### config.mk
export PLATFORM = sky130hd
export DESIGN_NAME = message_slot_fifo
export DESIGN_NICKNAME = d
export VERILOG_FILES = /design/src/sv/msf_pkg.sv /design/src/sv/msf_byte_ram.sv /design/src/sv/msf_ctrl.sv /design/src/sv/message_slot_fifo.sv
export SDC_FILE = /design/constraint.sdc
export NUM_CORES = 2
export LEC_CHECK = 0
export BUFFER_PORTS_ARGS = -buffer_cell sky130_fd_sc_hd__buf_2
export CAP_MARGIN = 0
export CORE_MARGIN = 3
export CORE_UTILIZATION = 45
export DETAILED_ROUTE_END_ITERATION = 16
export HOLD_SLACK_MARGIN = 0.15
export SLEW_MARGIN = 10
export SYNTH_ARGS = -nofsm -noshare
export SYNTH_HDL_FRONTEND = slang
export SYNTH_HIERARCHICAL = 1
export SYNTH_SLANG_ARGS = --single-unit
### constraint.sdc
create_clock -name clock -period 11.9 [get_ports clock]
set_input_delay 0.595 -clock clock [delete_from_list [all_inputs] [get_ports clock]]
set_output_delay 0.595 -clock clock [all_outputs]
set_load 0.01 [all_outputs]
### src/sv/msf_pkg.sv
// Shared sizes, codes and types for the message slot queue.
package msf_pkg;

   localparam int SLOTS      = 8;
   localparam int SLOT_BYTES = 32;

   localparam int SLOT_W = (SLOTS > 1) ? $clog2(SLOTS) : 1;
   localparam int IDX_W  = (SLOT_BYTES > 1) ? $clog2(SLOT_BYTES) : 1;
   localparam int WIDX_W = $clog2(SLOT_BYTES + 1);
   localparam int CNT_W  = $clog2(SLOTS + 1);
   localparam int ADDR_W = SLOT_W + IDX_W;

   localparam int BYTE_W = 8;
   localparam int KIND_W = 2;
   localparam int LEN_W  = 6;
   localparam int QCNT_W = 4;

   typedef enum logic [KIND_W-1:0] {
      KIND_PUSHED = 2'd0,
      KIND_POPPED = 2'd1,
      KIND_REJECT = 2'd2
   } kind_type;

   typedef enum logic {
      MODE_PUSH = 1'b0,
      MODE_POP  = 1'b1
   } mode_type;

   typedef enum logic {
      ST_IDLE = 1'b0,
      ST_POP  = 1'b1
   } state_type;

   typedef struct packed {
      logic              wr_en;
      logic [ADDR_W-1:0] wr_addr;
      logic [BYTE_W-1:0] wr_data;
      logic              rd_en;
      logic [ADDR_W-1:0] rd_addr;
   } ram_req_type;

   function automatic logic [SLOT_W-1:0] next_slot(input logic [SLOT_W-1:0] s);
      logic [SLOT_W-1:0] r;
      if (s == SLOT_W'(SLOTS - 1)) begin
         r = '0;
      end else begin
         r = s + SLOT_W'(1);
      end
      return r;
   endfunction

endpackage

### src/sv/msf_byte_ram.sv
// Simple dual-port byte memory with registered read data.
module msf_byte_ram #(
   parameter int DATA_W = 8,
   parameter int ADDR_W = 8
) (
   input  logic              clock,
   input  logic              wr_en,
   input  logic [ADDR_W-1:0] wr_addr,
   input  logic [DATA_W-1:0] wr_data,
   input  logic              rd_en,
   input  logic [ADDR_W-1:0] rd_addr,
   output logic [DATA_W-1:0] rd_data
);

   logic [DATA_W-1:0] mem [(1 << ADDR_W)];
   logic [DATA_W-1:0] rd_data_ff;

   always_ff @(posedge clock) begin
      if (wr_en) begin
         mem[wr_addr] <= wr_data;
      end
   end

   always_ff @(posedge clock) begin
      if (rd_en) begin
         rd_data_ff <= mem[rd_addr];
      end
   end

   assign rd_data = rd_data_ff;

endmodule

### src/sv/msf_ctrl.sv
// Queue pointers, slot lengths, push/pop sequencing and the result register.
module msf_ctrl (
   input  logic                       clock,
   input  logic                       reset,
   input  logic                       req_valid,
   output logic                       req_stall,
   input  logic                       req_mode,
   input  logic [7:0]                 req_data_byte,
   input  logic                       req_last_byte,
   output logic                       rsp_valid,
   input  logic                       rsp_stall,
   output logic [1:0]                 rsp_result_kind,
   output logic [7:0]                 rsp_out_byte,
   output logic [5:0]                 rsp_message_length,
   output logic [3:0]                 rsp_queue_count,
   output logic                       rsp_final_result,
   output msf_pkg::ram_req_type       ram_req,
   input  logic [msf_pkg::BYTE_W-1:0] ram_rd_data
);

   localparam int SLOTS      = msf_pkg::SLOTS;
   localparam int SLOT_BYTES = msf_pkg::SLOT_BYTES;
   localparam int SLOT_W     = msf_pkg::SLOT_W;
   localparam int IDX_W      = msf_pkg::IDX_W;
   localparam int WIDX_W     = msf_pkg::WIDX_W;
   localparam int CNT_W      = msf_pkg::CNT_W;
   localparam int BYTE_W     = msf_pkg::BYTE_W;
   localparam int LEN_W      = msf_pkg::LEN_W;
   localparam int QCNT_W     = msf_pkg::QCNT_W;

   msf_pkg::state_type state_ff, state_in;

   logic [CNT_W-1:0]  count_ff, count_in;
   logic [SLOT_W-1:0] head_ff, head_in;
   logic [SLOT_W-1:0] tail_ff, tail_in;
   logic [WIDX_W-1:0] widx_ff, widx_in;
   logic              drop_ff, drop_in;
   logic [WIDX_W-1:0] lens_ff [SLOTS];
   logic [WIDX_W-1:0] lens_in [SLOTS];

   logic [WIDX_W-1:0] pop_len_ff, pop_len_in;
   logic [CNT_W-1:0]  pop_cnt_ff, pop_cnt_in;
   logic [WIDX_W-1:0] iss_idx_ff, iss_idx_in;
   logic              pend_ff, pend_in;
   logic [WIDX_W-1:0] pend_idx_ff, pend_idx_in;

   logic              rsp_valid_ff, rsp_valid_in;
   logic [1:0]        rsp_kind_ff, rsp_kind_in;
   logic [BYTE_W-1:0] rsp_byte_ff, rsp_byte_in;
   logic [LEN_W-1:0]  rsp_len_ff, rsp_len_in;
   logic [QCNT_W-1:0] rsp_cnt_ff, rsp_cnt_in;
   logic              rsp_fin_ff, rsp_fin_in;

   logic              req_acc;
   logic              can_load;
   logic              issue;
   logic              pop_start;
   logic              pop_done;
   logic              drop_now;
   logic              room;
   logic [WIDX_W-1:0] len_new;

   assign req_stall = (state_ff != msf_pkg::ST_IDLE) || (rsp_valid_ff && rsp_stall);
   assign req_acc   = req_valid && !req_stall;
   assign can_load  = !rsp_valid_ff || !rsp_stall;
   assign issue     = (state_ff == msf_pkg::ST_POP) && (iss_idx_ff != WIDX_W'(SLOT_BYTES))
                      && (!pend_ff || can_load);
   assign pop_start = req_acc && (req_mode == msf_pkg::MODE_POP) && (count_ff != '0);
   assign pop_done  = (state_ff == msf_pkg::ST_POP) && pend_ff && can_load
                      && (iss_idx_ff == WIDX_W'(SLOT_BYTES));
   assign drop_now  = drop_ff
                      || ((widx_ff == '0) && (count_ff == CNT_W'(SLOTS)));
   assign room      = widx_ff < WIDX_W'(SLOT_BYTES);
   assign len_new   = room ? (widx_ff + WIDX_W'(1)) : widx_ff;

   always_comb begin
      state_in = state_ff;
      unique case (state_ff)
         msf_pkg::ST_IDLE: begin
            if (pop_start) begin
               state_in = msf_pkg::ST_POP;
            end
         end
         msf_pkg::ST_POP: begin
            if (pop_done) begin
               state_in = msf_pkg::ST_IDLE;
            end
         end
         default: state_in = msf_pkg::ST_IDLE;
      endcase
   end

   always_comb begin
      count_in    = count_ff;
      head_in     = head_ff;
      tail_in     = tail_ff;
      widx_in     = widx_ff;
      drop_in     = drop_ff;
      lens_in     = lens_ff;
      pop_len_in  = pop_len_ff;
      pop_cnt_in  = pop_cnt_ff;
      iss_idx_in  = iss_idx_ff;
      pend_idx_in = pend_idx_ff;
      pend_in     = pend_ff && !can_load;
      rsp_kind_in = rsp_kind_ff;
      rsp_byte_in = rsp_byte_ff;
      rsp_len_in  = rsp_len_ff;
      rsp_cnt_in  = rsp_cnt_ff;
      rsp_fin_in  = rsp_fin_ff;
      rsp_valid_in = rsp_valid_ff && rsp_stall;
      ram_req     = '0;

      if (req_acc && (req_mode == msf_pkg::MODE_PUSH)) begin
         if (drop_now) begin
            drop_in = !req_last_byte;
            if (req_last_byte) begin
               rsp_valid_in = 1'b1;
               rsp_kind_in  = msf_pkg::KIND_REJECT;
               rsp_byte_in  = '0;
               rsp_len_in   = '0;
               rsp_cnt_in   = QCNT_W'(count_ff);
               rsp_fin_in   = 1'b1;
            end
         end else begin
            if (room) begin
               ram_req.wr_en   = 1'b1;
               ram_req.wr_addr = {tail_ff, widx_ff[IDX_W-1:0]};
               ram_req.wr_data = req_data_byte;
               widx_in         = len_new;
            end
            if (req_last_byte) begin
               lens_in[tail_ff] = len_new;
               tail_in          = msf_pkg::next_slot(tail_ff);
               count_in         = count_ff + CNT_W'(1);
               widx_in          = '0;
               rsp_valid_in     = 1'b1;
               rsp_kind_in      = msf_pkg::KIND_PUSHED;
               rsp_byte_in      = '0;
               rsp_len_in       = LEN_W'(len_new);
               rsp_cnt_in       = QCNT_W'(count_ff + CNT_W'(1));
               rsp_fin_in       = 1'b1;
            end
         end
      end

      if (req_acc && (req_mode == msf_pkg::MODE_POP)) begin
         if (count_ff == '0) begin
            rsp_valid_in = 1'b1;
            rsp_kind_in  = msf_pkg::KIND_REJECT;
            rsp_byte_in  = '0;
            rsp_len_in   = '0;
            rsp_cnt_in   = '0;
            rsp_fin_in   = 1'b1;
         end else begin
            count_in   = count_ff - CNT_W'(1);
            pop_cnt_in = count_ff - CNT_W'(1);
            pop_len_in = lens_ff[head_ff];
            iss_idx_in = '0;
         end
      end

      if (issue) begin
         ram_req.rd_en   = 1'b1;
         ram_req.rd_addr = {head_ff, iss_idx_ff[IDX_W-1:0]};
         iss_idx_in      = iss_idx_ff + WIDX_W'(1);
         pend_idx_in     = iss_idx_ff;
         pend_in         = 1'b1;
      end

      if ((state_ff == msf_pkg::ST_POP) && pend_ff && can_load) begin
         rsp_valid_in = 1'b1;
         rsp_kind_in  = msf_pkg::KIND_POPPED;
         rsp_byte_in  = (pend_idx_ff < pop_len_ff) ? ram_rd_data : '0;
         rsp_len_in   = LEN_W'(pop_len_ff);
         rsp_cnt_in   = QCNT_W'(pop_cnt_ff);
         rsp_fin_in   = (pend_idx_ff == WIDX_W'(SLOT_BYTES - 1));
      end

      if (pop_done) begin
         lens_in[head_ff] = '0;
         head_in          = msf_pkg::next_slot(head_ff);
      end
   end

   always_ff @(posedge clock) begin
      if (reset) begin
         state_ff     <= msf_pkg::ST_IDLE;
         count_ff     <= '0;
         head_ff      <= '0;
         tail_ff      <= '0;
         widx_ff      <= '0;
         drop_ff      <= 1'b0;
         pend_ff      <= 1'b0;
         rsp_valid_ff <= 1'b0;
         for (int i = 0; i < SLOTS; i++) begin
            lens_ff[i] <= '0;
         end
      end else begin
         state_ff     <= state_in;
         count_ff     <= count_in;
         head_ff      <= head_in;
         tail_ff      <= tail_in;
         widx_ff      <= widx_in;
         drop_ff      <= drop_in;
         pend_ff      <= pend_in;
         rsp_valid_ff <= rsp_valid_in;
         lens_ff      <= lens_in;
      end
   end

   always_ff @(posedge clock) begin
      pop_len_ff  <= pop_len_in;
      pop_cnt_ff  <= pop_cnt_in;
      iss_idx_ff  <= iss_idx_in;
      pend_idx_ff <= pend_idx_in;
      rsp_kind_ff <= rsp_kind_in;
      rsp_byte_ff <= rsp_byte_in;
      rsp_len_ff  <= rsp_len_in;
      rsp_cnt_ff  <= rsp_cnt_in;
      rsp_fin_ff  <= rsp_fin_in;
   end

   assign rsp_valid          = rsp_valid_ff;
   assign rsp_result_kind    = rsp_kind_ff;
   assign rsp_out_byte       = rsp_byte_ff;
   assign rsp_message_length = rsp_len_ff;
   assign rsp_queue_count    = rsp_cnt_ff;
   assign rsp_final_result   = rsp_fin_ff;

   a_count_bound: assert property (@(posedge clock) disable iff (reset)
      count_ff <= CNT_W'(SLOTS))
      else $error("queue count above slot total");

   a_widx_bound: assert property (@(posedge clock) disable iff (reset)
      widx_ff <= WIDX_W'(SLOT_BYTES))
      else $error("write index above slot capacity");

   a_pend_in_pop: assert property (@(posedge clock) disable iff (reset)
      pend_ff |-> (state_ff == msf_pkg::ST_POP))
      else $error("read pending outside pop");

   a_pop_done_final: assert property (@(posedge clock) disable iff (reset)
      pop_done |=> ((state_ff == msf_pkg::ST_IDLE) && rsp_valid_ff && rsp_fin_ff))
      else $error("pop ended without final word");

endmodule

### src/sv/message_slot_fifo.sv
// Message slot queue: top level joining the sequencer and the byte memory.
//
// Input channel req_*: one word per message byte (req_mode push) with
// req_last_byte marking its end, or one word per pop (req_mode pop).
// Result channel rsp_*: a push result in the cycle after the final byte is
// accepted; a rejection in the cycle after a push ending a dropped message or
// a pop on an empty queue. A pop yields SLOT_BYTES words: the first passes
// through the pop state, a memory read and the result register, the rest
// follow one per cycle while rsp_stall is low; rsp_final_result marks the
// last word of each input. Pushed bytes are taken one per cycle while
// req_stall is low. A pop holds req_stall until its last word is loaded,
// as the byte memory has a single read port with registered read data.
// A full result register separates the channels; while rsp_stall holds
// it, req_stall rises and the memory read pipeline freezes in place.
// Reset empties the queue and zeroes all slot lengths at once; the byte
// memory is not cleared, bytes past a slot's stored length read as zero.
module message_slot_fifo (
   input  logic       clock,
   input  logic       reset,
   input  logic       req_valid,
   output logic       req_stall,
   input  logic       req_mode,
   input  logic [7:0] req_data_byte,
   input  logic       req_last_byte,
   output logic       rsp_valid,
   input  logic       rsp_stall,
   output logic [1:0] rsp_result_kind,
   output logic [7:0] rsp_out_byte,
   output logic [5:0] rsp_message_length,
   output logic [3:0] rsp_queue_count,
   output logic       rsp_final_result
);

   msf_pkg::ram_req_type             ram_req;
   logic [msf_pkg::BYTE_W-1:0]       ram_rd_data;

   msf_ctrl u_ctrl (
      .clock              (clock),
      .reset              (reset),
      .req_valid          (req_valid),
      .req_stall          (req_stall),
      .req_mode           (req_mode),
      .req_data_byte      (req_data_byte),
      .req_last_byte      (req_last_byte),
      .rsp_valid          (rsp_valid),
      .rsp_stall          (rsp_stall),
      .rsp_result_kind    (rsp_result_kind),
      .rsp_out_byte       (rsp_out_byte),
      .rsp_message_length (rsp_message_length),
      .rsp_queue_count    (rsp_queue_count),
      .rsp_final_result   (rsp_final_result),
      .ram_req            (ram_req),
      .ram_rd_data        (ram_rd_data)
   );

   msf_byte_ram #(
      .DATA_W (msf_pkg::BYTE_W),
      .ADDR_W (msf_pkg::ADDR_W)
   ) u_ram (
      .clock   (clock),
      .wr_en   (ram_req.wr_en),
      .wr_addr (ram_req.wr_addr),
      .wr_data (ram_req.wr_data),
      .rd_en   (ram_req.rd_en),
      .rd_addr (ram_req.rd_addr),
      .rd_data (ram_rd_data)
   );

endmodule

=== Word-level counts from Yosys, hierarchy flattened ===
Memory sizes are Yosys's and may differ from the RTL's. A register that Yosys moved wholly into a read port is not among the register bits.
Cells that the tools add are included.

* $add $sub $neg: 6
* $lt $le $gt $ge: 6
* Equality and inequality tests: 7
* Multiplexer cells: 71
* Bitwise gates (word level): 8
* Reduce and logical (&&, ||, !) cells: 34

{| class="wikitable"
|+ Operator list
! cell !! number
|-
| 48-bit 2-to-1 mux || 4
|-
| 6-bit 2-to-1 mux || 17
|-
| 17-bit 2-to-1 mux || 3
|-
| 48-bit AND || 1
|-
| 48-bit bitwise mux || 1
|-
| 4-bit 2-to-1 mux || 12
|-
| 8-bit 2-to-1 mux || 6
|-
| 48-bit NOT || 1
|-
| 6-bit demux with 3-bit select || 2
|-
| 6-bit binary-select mux with 3-bit select || 1
|-
| 1-bit 2-to-1 mux || 15
|-
| 1-bit logical AND || 14
|-
| 6-bit by 1-bit adder with 6-bit output, second input constant || 2
|-
| 2-bit 2-to-1 mux || 6
|-
| 9-bit 2-to-1 mux || 1
|-
| 4-bit greater-or-equal comparator, second input constant || 2
|-
| 4-bit by 1-bit less-than comparator with 1-bit output, second input constant || 2
|-
| 3-bit NOT with 4-bit output || 2
|-
| 3-bit by 1-bit adder with 3-bit output, second input constant || 2
|-
| 3-bit equality test, second input constant || 2
|-
| 6-bit by 5-bit equality test with 1-bit output, second input constant || 1
|-
| 6-bit equality test, second input constant || 1
|-
| 1-bit zero test || 6
|-
| 6-bit zero test || 1
|-
| other kinds (16) || 27
|}

* Register bits after elaboration: 111
* Bits in writable memories: 2048
* Input bits: 14
* Output and inout bits: 23
* Word-level logic and storage cells: 158
* Memories kept: 1

{| class="wikitable"
|+ Memory list
! memory !! depth !! bits a word !! read ports !! clocked after memory_dff !! wr ports !! line !! source
|-
| u_ram.mem || 256 || 8 || 1 || 1 || 1 || msf_byte_ram.sv:15 || <nowiki>logic [DATA_W-1:0] mem [(1 << ADDR_W)];</nowiki>
|}

=== Depth between registers and ports, before layout ===
* Depth after elaboration: 11
* Mapped depth: 17
* Mapped depth without buffers: 13

=== Modules after synthesis ===
The synthesis kept the hierarchy.

{| class="wikitable"
|+ By module, submodules not included
! module !! times used !! cells each !! area an instance (sq um) !! sequential area each (sq um)
|-
| msf_byte_ram || 1 || 3733 || 79636.4 || 61739.2
|-
| msf_ctrl || 1 || 527 || 5356.4 || 2442.3
|}

=== Least setup slack after synthesis ===
Ideal clock, no wire load.

* Path type: input port to flip-flop
* Start point: input port rsp_stall
* End point: memory u_ram.mem[0][0] (data pin)
* Library setup time: 0.870 ns
* Arrival time: 4.959 ns
* Required time: 11.030 ns
* Slack: 6.071 ns
* Cell stages on the path: 6
* Path buffers: 1
* Cell sequence: and2_1 -> nor3_1 -> nand3_2 -> inv_2 -> clkbuf_1 -> and2_1

{| class="wikitable"
|+ RTL lines
! element !! line !! source
|-
| start: declaration || message_slot_fifo.sv:26 || <nowiki>input logic rsp_stall,</nowiki>
|-
| end: declaration || msf_byte_ram.sv:15 ||
|}

==> insert_results.sql <==
INSERT INTO impl_metrics (metric_group, metric, value, unit) VALUES
('outcome', 'run_status', 'finished clean', ''),
('hold_path', 'hold_end', 'u_ram/mem[5][6]', ''),
('setup_path', 'timing.reg2reg.worst_path_depth', '10', ''),
('route', 'final_antenna_net_count', '0', ''),
('layout', 'layout.cells.most_common_list', 'edfxtp_1 (2,078), mux4_2 (460), nor2_1 (353), clkbuf_16 (215), mux2i_1 (170)', ''),
('floorplan', 'die_width', '440.6', 'um'),
('synth', 'post_synth_instance_area', '84990', 'um2'),
('grt', 'final_global_route_overflow_total', '0', ''),
('clock_network', 'cts.reportedPaths.clkPinSlew', '0.06', 'ns'),
('clock_network', 'postCtsSetupRepairBufs', '0', ''),
('grt', 'grt_pass1_vias', '42310', ''),
('clock_network', 'clock_root_buffer', 'clkbuf_16', ''),
('layout', 'synthToLayoutAreaGrowth', '10.98', '%'),
('setup_path', 'crit_slowest_cell', 'nor2_1', ''),
('grt', 'grt_start_max_net_pins', '197', ''),
('setup_path', 'worstSetupPathType', 'reg2reg', ''),
('placement', 'place.gp.congestion', '0.8148', ''),
('setup_path', 'cpPeakStageDelay', '1.16', 'ns'),
('sta', 'slew_viol_final', '0', ''),
('setup_path', 'critPathArrivalTime', '6.51', 'ns'),
('floorplan', 'core_area', '186600', 'um2'),
('clock_network', 'cts-resized-gates', '0', ''),
('clock_network', 'ctsHtreeMaxLevel', '4', ''),
('setup_path', 'critical_path_buf_inv_count', '2', ''),
('sta', 'tightestPinTransition', '1.290', 'ns'),
('grt', 'grt_usage', '22.07', '%'),
('setup_path', 'worst_path_dominant_cell_family', 'simple AND/OR/NAND/NOR gates', ''),
('setup_path', 'reg2reg_slack', '5.82', 'ns'),
('clock_network', 'postCtsHoldBufs', '3', ''),
('power', 'power_density', '173.2', 'nW/um2'),
('flow_run', 'cap_violations', '0', ''),
('layout', 'post-route-util', '50.54', '%'),
('sta', 'layout_min_cycle_time', '6.081', 'ns'),
('synth', 'syn_avg_cell_area', '19.95', 'um2'),
('setup_path', 'reg2reg_from', 'u_ctrl/count_ff[1]', ''),
('sta', 'hold_viol_final', '0', ''),
('power', 'max-vdd-ir-drop', '143.1', 'uV'),
('setup_path', 'crit_fanout', '35', ''),
('setup_path', 'setup.worst_path.end_class', 'flip-flop', ''),
('sta', 'final.hold.worst_slack', '0.2147', 'ns'),
('route', 'dr_total_vias', '42770', ''),
('synth', 'synth-warning-count', '6', ''),
('clock_network', 'tritoncts', 'done', ''),
('layout', 'nNetsFinal', '4360', ''),
('hold_path', 'worst_hold_path.num_cells', '2', ''),
('setup_path', 'rr_endpoint', 'u_ram/mem[245][4]', ''),
('clock_network', 'cts_num_sinks', '2167', ''),
('setup_path', 'cp_data_required_time', '12.33', 'ns'),
('synth', 'yosys_register_bits', '2167', ''),
('sta', 'timing.max_slew.rel_slack', '13.74', '%'),
('sta', 'grt_setup_unrepaired', 'false', ''),
('sta', 'timing.final.setup_violations', '0', ''),
('grt', 'grt_first_pass_wirelength', '310.8', 'mm'),
('layout', 'layout.filler_cells', '14810', ''),
('route', 'drc_errors', '0', ''),
('sta', 'timing.fmax', '164.4', 'MHz'),
('floorplan', 'die-height', '440.6', 'um'),
('floorplan', 'floorplan.io_pins', '37', ''),
('synth', 'synth_top_flop_cell', 'edfxtp_1', ''),
('floorplan', 'placementRows', '158', ''),
('setup_path', 'timing.critical_path.depth', '10', ''),
('synth', 'async_flop_share', '0', '%'),
('sta', 'clock_skew', '0.04558', 'ns'),
('hold_path', 'worstHoldStart', 'req_data_byte[6]', ''),
('placement', 'place.port_buffers', '36', ''),
('route', 'detail_route.wl_per_cell', '30.58', 'um'),
('route', 'drt_iter0_drc', '4915', ''),
('synth', 'synth_sequential_area_ratio', '75.51', '%'),
('synth', 'syn_nets', '4291', ''),
('route', 'detail_route.vias_per_cell', '6.116', ''),
('synth', 'synth_cells', '4260', '');
-- state kept, by name, indices dropped and copies added, names as in the netlist --
| name | cells |
|---|---|
| u_ram/rd_data | 8 |
| u_ctrl/pop_cnt_ff | 4 |
| u_ctrl/iss_idx_ff | 6 |
| u_ctrl/rsp_result_kind | 2 |
| u_ctrl/rsp_final_result | 1 |
| u_ctrl/head_ff | 3 |
| u_ctrl/state_ff | 1 |
| u_ctrl/rsp_message_length | 6 |
| u_ctrl/pend_idx_ff | 6 |
| u_ctrl/rsp_queue_count | 4 |
| u_ctrl/pend_ff | 1 |
| u_ctrl/rsp_valid | 1 |
| u_ctrl/rsp_out_byte | 8 |
| u_ctrl/widx_ff | 6 |
| u_ctrl/drop_ff | 1 |
| u_ram/mem | 2048 |
| u_ctrl/lens_ff | 48 |
| u_ctrl/pop_len_ff | 6 |
| u_ctrl/tail_ff | 3 |
| u_ctrl/count_ff | 4 |
-- Yosys cell counts, types with 31 or more instances --
library cell	count	share of area [%]
edfxtp_1	2078	73
buf_4	31	0.27
a22oi_1	138	1.2
mux4_2	460	12
nor2b_1	39	0.29
nand2_1	57	0.25
o221ai_1	47	0.48
buf_2	35	0.21
nor3_1	31	0.18
mux2i_1	170	2.0
a21oi_1	110	0.65
nand3_1	49	0.29
a211oi_1	37	0.33
nor2_1	358	1.6
dfxtp_1	89	2.1
clkbuf_1	126	0.56
-- kinds of logic after synthesis --
| logic type | count (synthesis) | synth area share [%] |
|---|---|---|
| AO/OA/AOI/OAI | 474 | 3.976 |
| XOR/XNOR | 17 | 0.1752 |
| adder cells (fa/ha/maj) | 17 | 0.2503 |
| buffers and inverters | 283 | 1.993 |
| flip-flops | 2167 | 75.51 |
| multiplexers | 640 | 14.36 |
| AND/OR/NAND/NOR | 662 | 3.732 |
-- metrics by stage --
step / total power, mW / instances / setup slack, ns
3_5_place_dp: 10.02 / 6592 / 5.727
2_1_floorplan: 9.605 / 4260 / 6.071
5_1_grt: 16.86 / 6986 / 5.501
4_1_cts: 16.47 / 6986 / 5.765
3_3_place_gp: 10.00 / 6589 / 5.574
6_report: 16.34 / 6993 / 5.819
-- metal layers --
metal	track usage [%]	up-vias	wire [um]
met2	34.10	1876	100800
li1	-	17730	-
met5	0	-	13
met1	32.41	22820	90100
met4	6.009	2	5966
met3	4.127	343	16980
-- worst max path at each step --
stage | start | end | slack (ns)
floorplan | rsp_stall | u_ram/mem[0][0] | 6.07
global placement | rsp_stall | u_ram/rd_data[0] | 5.57
detailed placement | rsp_stall | u_ram/rd_data[5] | 5.73
CTS | u_ctrl/iss_idx_ff[0] | u_ram/rd_data[5] | 5.77
global route | u_ctrl/count_ff[1] | u_ram/mem[245][4] | 5.50
finish | u_ctrl/count_ff[1] | u_ram/mem[245][4] | 5.82
-- power breakdown --
group,switching [mW],internal (mW),total [mW]
Sequential,0.0327,8.48,8.51
Clock,2.83,3.66,6.49
Combinational,0.864,0.476,1.34
Total,3.73,12.6,16.3
-- worst reg2reg max path: cells and delay by family (launching register included) --
family                   cells  cell delay (ns)
AO/OA/AOI/OAI                1             0.54
adder cells (fa/ha/maj)      1             0.19
buffers and inverters        2             0.73
flip-flops                   1             0.44
AND/OR/NAND/NOR              6             3.80
-- area by class of cell --
cell class	instances	area [um2]	area share (%)
Inverter	20	75.07	0.07959
Multi-Input combinational cell	1810	19310	20.47
Sequential cell	2167	64180	68.05
Tap cell	2480	3103	3.290
Timing Repair Buffer	118	925.9	0.9816
Antenna cell	7	17.52	0.01857
Clock buffer	267	5595	5.932
Clock inverter	124	1117	1.185
Note: power is estimated with default switching activity, not from simulation.
